<file path="src/design/thermo_pkg.sv">
// Shared constants, stage structs and segment lookup for the thermometer display driver.
package thermo_pkg;

    localparam logic [15:0]        READING_LIMIT  = 16'd64000;
    localparam logic signed [11:0] CELSIUS_OFFSET = 12'sd500;
    localparam logic signed [11:0] FAHR_OFFSET    = 12'sd320;

    // floor(m * 9 / 5) = (m * FAHR_RECIP) >> FAHR_SHIFT for m < 4096
    localparam logic [13:0] FAHR_RECIP = 14'd14746;
    localparam int          FAHR_SHIFT = 13;

    // Reciprocals for digit extraction, exact for magnitudes below 2048
    localparam logic [10:0] RECIP_TEN      = 11'd1639;  // >> 14
    localparam logic [10:0] RECIP_HUNDRED  = 11'd1311;  // >> 17
    localparam logic [10:0] RECIP_THOUSAND = 11'd1049;  // >> 20

    localparam logic [6:0] MINUS_SEG       = 7'b0000001;
    localparam logic [6:0] BLANK_SEG       = 7'b0000000;
    localparam logic [1:0] UNIT_CELSIUS    = 2'b01;
    localparam logic [1:0] UNIT_FAHRENHEIT = 2'b10;

    typedef struct packed {
        logic               oor;
        logic               fahr;
        logic               neg;
        logic signed [11:0] cel_tenths;
        logic [10:0]        fahr_mag;
    } scale_t;

    typedef struct packed {
        logic               oor;
        logic               fahr;
        logic               neg;
        logic signed [11:0] tenths;
        logic [10:0]        mag;
        logic [7:0]         quot_ten;
        logic [4:0]         quot_hundred;
        logic [1:0]         quot_thousand;
    } digit_t;

    function automatic logic [6:0] digit_seg(input logic [3:0] digit);
        logic [6:0] seg;
        begin
            case (digit)
                4'd0:    seg = 7'b1111110;
                4'd1:    seg = 7'b0001100;
                4'd2:    seg = 7'b0110111;
                4'd3:    seg = 7'b0011111;
                4'd4:    seg = 7'b1001101;
                4'd5:    seg = 7'b1011011;
                4'd6:    seg = 7'b1111011;
                4'd7:    seg = 7'b0001110;
                4'd8:    seg = 7'b1111111;
                4'd9:    seg = 7'b1011111;
                default: seg = BLANK_SEG;
            endcase
            return seg;
        end
    endfunction

endpackage

</file>
<file path="src/design/thermo_scale.sv">
// Raw count to Celsius tenths, plus the scaled magnitude for Fahrenheit.
module thermo_scale (
    input  logic [15:0]      sensor_reading,
    input  logic             fahr,
    output thermo_pkg::scale_t scale
);
    import thermo_pkg::*;

    logic [10:0]        cel_count;
    logic signed [11:0] cel_tenths;
    logic signed [11:0] cel_negated;
    logic [9:0]         cel_mag;
    logic [23:0]        fahr_prod;

    // Round up when the remainder exceeds 31, i.e. bit 5 of the count is set
    assign cel_count   = {1'b0, sensor_reading[15:6]} + {10'd0, sensor_reading[5]};
    assign cel_tenths  = $signed({1'b0, cel_count}) - CELSIUS_OFFSET;
    assign cel_negated = -cel_tenths;
    assign cel_mag     = cel_tenths[11] ? cel_negated[9:0] : cel_tenths[9:0];
    assign fahr_prod   = {14'd0, cel_mag} * {10'd0, FAHR_RECIP};

    always_comb
    begin
        scale.oor        = (sensor_reading > READING_LIMIT);
        scale.fahr       = fahr;
        scale.neg        = cel_tenths[11];
        scale.cel_tenths = cel_tenths;
        scale.fahr_mag   = fahr_prod[23:FAHR_SHIFT];
    end

endmodule

</file>
<file path="src/design/thermo_digits.sv">
// Final temperature selection and decimal quotients of its magnitude.
module thermo_digits (
    input  thermo_pkg::scale_t scale,
    output thermo_pkg::digit_t digits
);
    import thermo_pkg::*;

    logic signed [11:0] fahr_abs;
    logic signed [11:0] fahr_signed;
    logic signed [11:0] tenths;
    logic signed [11:0] tenths_negated;
    logic [10:0]        mag;
    logic [21:0]        prod_ten;
    logic [21:0]        prod_hundred;
    logic [21:0]        prod_thousand;

    // Truncate toward zero: scale the magnitude, then restore the sign
    assign fahr_abs       = $signed({1'b0, scale.fahr_mag});
    assign fahr_signed    = scale.neg ? -fahr_abs : fahr_abs;
    assign tenths         = scale.fahr ? (fahr_signed + FAHR_OFFSET) : scale.cel_tenths;
    assign tenths_negated = -tenths;
    assign mag            = tenths[11] ? tenths_negated[10:0] : tenths[10:0];

    assign prod_ten      = {11'd0, mag} * {11'd0, RECIP_TEN};
    assign prod_hundred  = {11'd0, mag} * {11'd0, RECIP_HUNDRED};
    assign prod_thousand = {11'd0, mag} * {11'd0, RECIP_THOUSAND};

    always_comb
    begin
        digits.oor           = scale.oor;
        digits.fahr          = scale.fahr;
        digits.neg           = tenths[11];
        digits.tenths        = tenths;
        digits.mag           = mag;
        digits.quot_ten      = prod_ten[21:14];
        digits.quot_hundred  = prod_hundred[21:17];
        digits.quot_thousand = prod_thousand[21:20];
    end

endmodule

</file>
<file path="src/design/thermo_encode.sv">
// Digit remainders, leading-zero blanking, sign placement and unit code.
module thermo_encode (
    input  thermo_pkg::digit_t digits,
    output logic               out_of_range,
    output logic               display_write,
    output logic [29:0]        display_word,
    output logic signed [11:0] tenths_value
);
    import thermo_pkg::*;

    logic [10:0] ten_times_q1;
    logic [7:0]  ten_times_q2;
    logic [4:0]  ten_times_q3;
    logic [10:0] rem0;
    logic [7:0]  rem1;
    logic [4:0]  rem2;
    logic [3:0]  d0;
    logic [3:0]  d1;
    logic [3:0]  d2;
    logic [3:0]  d3;
    logic [6:0]  seg_tens;
    logic [6:0]  seg_hundreds;
    logic [1:0]  unit;

    assign ten_times_q1 = {digits.quot_ten, 3'b000} + {2'b00, digits.quot_ten, 1'b0};
    assign ten_times_q2 = {digits.quot_hundred, 3'b000} + {2'b00, digits.quot_hundred, 1'b0};
    assign ten_times_q3 = {digits.quot_thousand, 3'b000} + {2'b00, digits.quot_thousand, 1'b0};
    assign rem0 = digits.mag - ten_times_q1;
    assign rem1 = digits.quot_ten - ten_times_q2;
    assign rem2 = digits.quot_hundred - ten_times_q3;
    assign d0   = rem0[3:0];
    assign d1   = rem1[3:0];
    assign d2   = rem2[3:0];
    assign d3   = {2'b00, digits.quot_thousand};
    assign unit = digits.fahr ? UNIT_FAHRENHEIT : UNIT_CELSIUS;

    always_comb
    begin
        seg_tens     = BLANK_SEG;
        seg_hundreds = BLANK_SEG;
        if (digits.neg)
        begin
            // Minus sits just left of the highest digit shown
            if (d3 == 4'd0 && d2 == 4'd0)
            begin
                seg_tens = MINUS_SEG;
            end
            else if (d3 == 4'd0)
            begin
                seg_tens     = digit_seg(d2);
                seg_hundreds = MINUS_SEG;
            end
        end
        else
        begin
            if (d3 != 4'd0)
            begin
                seg_hundreds = digit_seg(d3);
            end
            if (d3 != 4'd0 || d2 != 4'd0)
            begin
                seg_tens = digit_seg(d2);
            end
        end
    end

    always_comb
    begin
        out_of_range = digits.oor;
        if (digits.oor)
        begin
            display_write = 1'b0;
            display_word  = 30'd0;
            tenths_value  = 12'sd0;
        end
        else
        begin
            display_write = 1'b1;
            display_word  = {unit, seg_hundreds, seg_tens, digit_seg(d1), digit_seg(d0)};
            tenths_value  = digits.tenths;
        end
    end

endmodule

</file>
<file path="src/design/sensor_to_seven_segment_thermometer_top.sv">
// Top level: sensor count to seven-segment thermometer display word.
//
//  Channel   Handshake            Payload
//  --------  -------------------  ---------------------------------------------------
//  input     start, busy          sensor_reading[15:0]
//  config    cfg_we               cfg_wdata (show_fahrenheit)
//  result    done (one cycle)     out_of_range, display_write, display_word[29:0],
//                                 tenths_value[11:0]
//
//  One transaction enters per cycle; busy stays low. The path has four register
//  stages (input, scaled value, decimal quotients, result), and done is registered
//  alongside the result. Every transaction gives exactly one result.
//  rst_n clears the valid pipeline and the unit register (Celsius).
//  The receiver cannot stall: each result is shown for one cycle only.
module sensor_to_seven_segment_thermometer_top (
    input  logic               clk,
    input  logic               rst_n,
    input  logic               start,
    output logic               busy,
    input  logic [15:0]        sensor_reading,
    input  logic               cfg_we,
    input  logic               cfg_wdata,
    output logic               done,
    output logic               out_of_range,
    output logic               display_write,
    output logic [29:0]        display_word,
    output logic signed [11:0] tenths_value
);
    import thermo_pkg::*;

    logic               fahr_reg;
    logic               in_valid_reg;
    logic [15:0]        reading_reg;
    logic               in_fahr_reg;
    logic               scale_valid_reg;
    scale_t             scale_next;
    scale_t             scale_reg;
    logic               digit_valid_reg;
    digit_t             digit_next;
    digit_t             digit_reg;
    logic               done_reg;
    logic               oor_next;
    logic               write_next;
    logic [29:0]        word_next;
    logic signed [11:0] tenths_next;
    logic               oor_reg;
    logic               write_reg;
    logic [29:0]        word_reg;
    logic signed [11:0] tenths_reg;

    assign busy = 1'b0;

    always_ff @(posedge clk or negedge rst_n)
    begin
        if (!rst_n)
        begin
            fahr_reg        <= 1'b0;
            in_valid_reg    <= 1'b0;
            scale_valid_reg <= 1'b0;
            digit_valid_reg <= 1'b0;
            done_reg        <= 1'b0;
        end
        else
        begin
            if (cfg_we)
            begin
                fahr_reg <= cfg_wdata;
            end
            in_valid_reg    <= start && !busy;
            scale_valid_reg <= in_valid_reg;
            digit_valid_reg <= scale_valid_reg;
            done_reg        <= digit_valid_reg;
        end
    end

    // Payload stages advance every cycle; the valid pipeline marks live data
    always_ff @(posedge clk)
    begin
        reading_reg <= sensor_reading;
        in_fahr_reg <= fahr_reg;
        scale_reg   <= scale_next;
        digit_reg   <= digit_next;
        oor_reg     <= oor_next;
        write_reg   <= write_next;
        word_reg    <= word_next;
        tenths_reg  <= tenths_next;
    end

    thermo_scale u_scale (
        .sensor_reading (reading_reg),
        .fahr           (in_fahr_reg),
        .scale          (scale_next)
    );

    thermo_digits u_digits (
        .scale  (scale_reg),
        .digits (digit_next)
    );

    thermo_encode u_encode (
        .digits        (digit_reg),
        .out_of_range  (oor_next),
        .display_write (write_next),
        .display_word  (word_next),
        .tenths_value  (tenths_next)
    );

    assign done          = done_reg;
    assign out_of_range  = oor_reg;
    assign display_write = write_reg;
    assign display_word  = word_reg;
    assign tenths_value  = tenths_reg;

endmodule
</file>
<file path="config.mk">
export PLATFORM = sky130hd
export DESIGN_NAME = sensor_to_seven_segment_thermometer_top
export DESIGN_NICKNAME = d
export VERILOG_FILES = /design/src/design/thermo_pkg.sv /design/src/design/thermo_scale.sv /design/src/design/thermo_digits.sv /design/src/design/thermo_encode.sv /design/src/design/sensor_to_seven_segment_thermometer_top.sv
export SDC_FILE = /design/constraint.sdc
export NUM_CORES = 1
export LEC_CHECK = 0
export ABC_AREA = 1
export CORE_MARGIN = 2
export CORE_UTILIZATION = 50
export CTS_BUF_LIST = sky130_fd_sc_hd__clkbuf_8 sky130_fd_sc_hd__clkbuf_16
export DETAILED_ROUTE_END_ITERATION = 12
export DONT_BUFFER_PORTS = 1
export PLACE_DENSITY = 0.67
export SETUP_SLACK_MARGIN = 0.3
export SYNTH_ARGS = -nofsm -noshare
export SYNTH_HDL_FRONTEND = slang
export SYNTH_HIERARCHICAL = 1
export SYNTH_SLANG_ARGS = --single-unit
</file>
<file path="constraint.sdc">
create_clock -name clk -period 13.35 [get_ports clk]
set_input_delay 2.67 -clock clk [delete_from_list [all_inputs] [get_ports clk]]
set_output_delay 2.67 -clock clk [all_outputs]
set_load 0.01 [all_outputs]
</file>
==> key figures <==
Outcome
  – Status: finished, violations left
  – Failing checks: DRC

Route
  – Wire length per cell: 14.4 um
  – Routed wire length: between 20000 and 30000 um
  – Routed via count: 9811
  – Drt drc: 10
  – Drt pass-1 iters: 9
  – Iteration-0 DRC Markers: about 510
  – Via/cell ratio: 4.94
  – Routed Antenna Nets: 0

Global route
  – Vias in the first global route: 9965
  – Initial antenna violation count: 0
  – Tot GR Track Use: 0.215
  – First-pass GRT wire length: slightly below 50000 um
  – Largest net degree at the start of global routing: 24
  – Grt ovf: 0

Clock network
  – Worst-Skew Late Latency: 430 ps
  – Clk root buf: clkbuf_16
  – Clock Pin Slew Worst Setup and Hold Paths: 60 ps
  – Max clock buf depth: 2
  – Setup bufs post-CTS: 0
  – H-tree depth: 4
  – CTS tree: yes
  – Resized cells post-CTS: 0
  – Total CTS buffers: 17
  – Hold Buf Count CTS: 0
  – Clock Sinks: 121

Worst setup path
  – Crit. End Element: register
  – R2R Path Start: scale_reg[23]
  – CP Launch Point: scale_reg[23]
  – Worst R2R Setup Slack: around 6600 ps
  – Critical path class: register to register
  – Crit path max fanout: 18
  – Worst setup SP type: register
  – Worst Path Required: ~14000 ps
  – CP arrival: 7110 ps

Synthesis
  – Post-synth net total: between 2000 and 2500
  – Gate Count Post-Synth: 1635
  – Synth Cell Area: 13400 um^2
  – Mean post-synth cell area: 8.17 um^2
  – Number of synthesis warnings: 6

Floorplan
  – DIE AREA: 28000 um^2
  – I/O pins: 67
  – FP Rows: roughly 60
  – Die Width: 167 um
  – Initial Util: 0.511
  – Die span in y: 167 um
  – Core Region: 26100 um^2

Place
  – Global placement routability congestion: between 0.8 and 0.9
  – Post-Place Worst Slack: around 6600 ps
  – HPWL after detailed placement: about 24000 um
  – Dpl cell area: 13700 um^2
  – Buffers added on ports: 0

STA
  – Setup TNS: 0 ps
  – Fin Clk Skew: around 24 ps
  – Unrepaired setup endpoints after global routing: no
  – Post-route minimum period: 6760 ps
  – Worst slew margin: 0.448
  – Final Setup Violations: 0
  – Fmax: approximately 0.15 GHz
  – Tcrit/Tclk final: 0.507
  – Tightest Pin Transition: 822 ps
  – Slew Limit Fails: 0
  – Worst Setup Slack, final: 6590 ps
  – Hold Vio Cnt, Final: 0

Final layout
  – Layout cells sized above 1: 0.0799
  – Design Area, Final: 14300 um^2
  – Post-layout util: 0.546
  – Area Growth Syn to Fin: 6.83%
  – Nets: between 2000 and 2500
  – Max reg flops: 30
  – N_diodes: 0

Job
  – Max-cap viol count: 0

Hold path
  – Hold Crit Start: in_valid_reg
  – Worst hold path class: register to register
==> cells in the final DEF, fill, tap and decap left out, drive strengths merged, types with 13 or more instances in the layout <==
cell type / n
inv: 405
nand2: 292
ha: 272
nor2: 119
dfxtp: 116
fa: 108
nand3: 68
a21oi: 58
o21ai: 46
xor2: 40
xnor2: 19
nor3: 19
clkbuf: 17
nand4: 13
==> per-stage QoR <==
step / cells / hold WS [ps]
2_1_floorplan: 1635 / 331
3_3_place_gp: 1955 / 334
3_5_place_dp: 1955 / 341
4_1_cts: 1987 / 351
5_1_grt: 1987 / 359
6_report: 1987 / 347
==> worst paths after layout <==
path | to | depth (start not counted)
worst max-delay path | digit_reg[5] | 27
worst min-delay path | scale_valid_reg | 0
worst max register to register | digit_reg[5] | 27
worst min register to register | scale_valid_reg | 0
max in group asynchronous | done | 0
min in group asynchronous | digit_valid_reg | 0
==> metal layers <==
metal,GRT usage,up-vias,share of wire
met5,0,-,0
met4,0.0427,0,0.0094
met3,0.0369,18,0.049
met2,0.349,222,0.45
met1,0.303,4535,0.49
li1,-,5036,-
==> worst max-delay path, stage by stage, from the launching register on <==
cell and delay [ps]:
dfxtp_1 740, nand3_1 220, and2_1 220, ha_1 280, or2_1 240, o21ai_2 90
inv_2 60, nor2_1 100, nand3_1 110, inv_1 110, nor2_4 50, xor2_2 420
inv_2 280, fa_1 530, ha_1 280, inv_1 50, fa_1 490, inv_1 60
fa_1 540, inv_1 60, fa_1 530, inv_1 40, ha_1 300, nand2_1 90
nor4_1 410, nand4_1 130, nand3_1 120, xor2_1 140
==> final cells by class <==
type / instances / area [um^2]
inverter: 395 / 1490
fill: 2433 / 11900
sequential: 121 / 2450
clock inverter: 15 / 179
timing repair buffer: 4 / 30.0
clock buffer: 17 / 425
multi-input combinational: 1100 / 9290
tap: 335 / 419
Power is not shown: default switching activity piles up to over one toggle a cycle in this logic, so the estimate is an artifact.
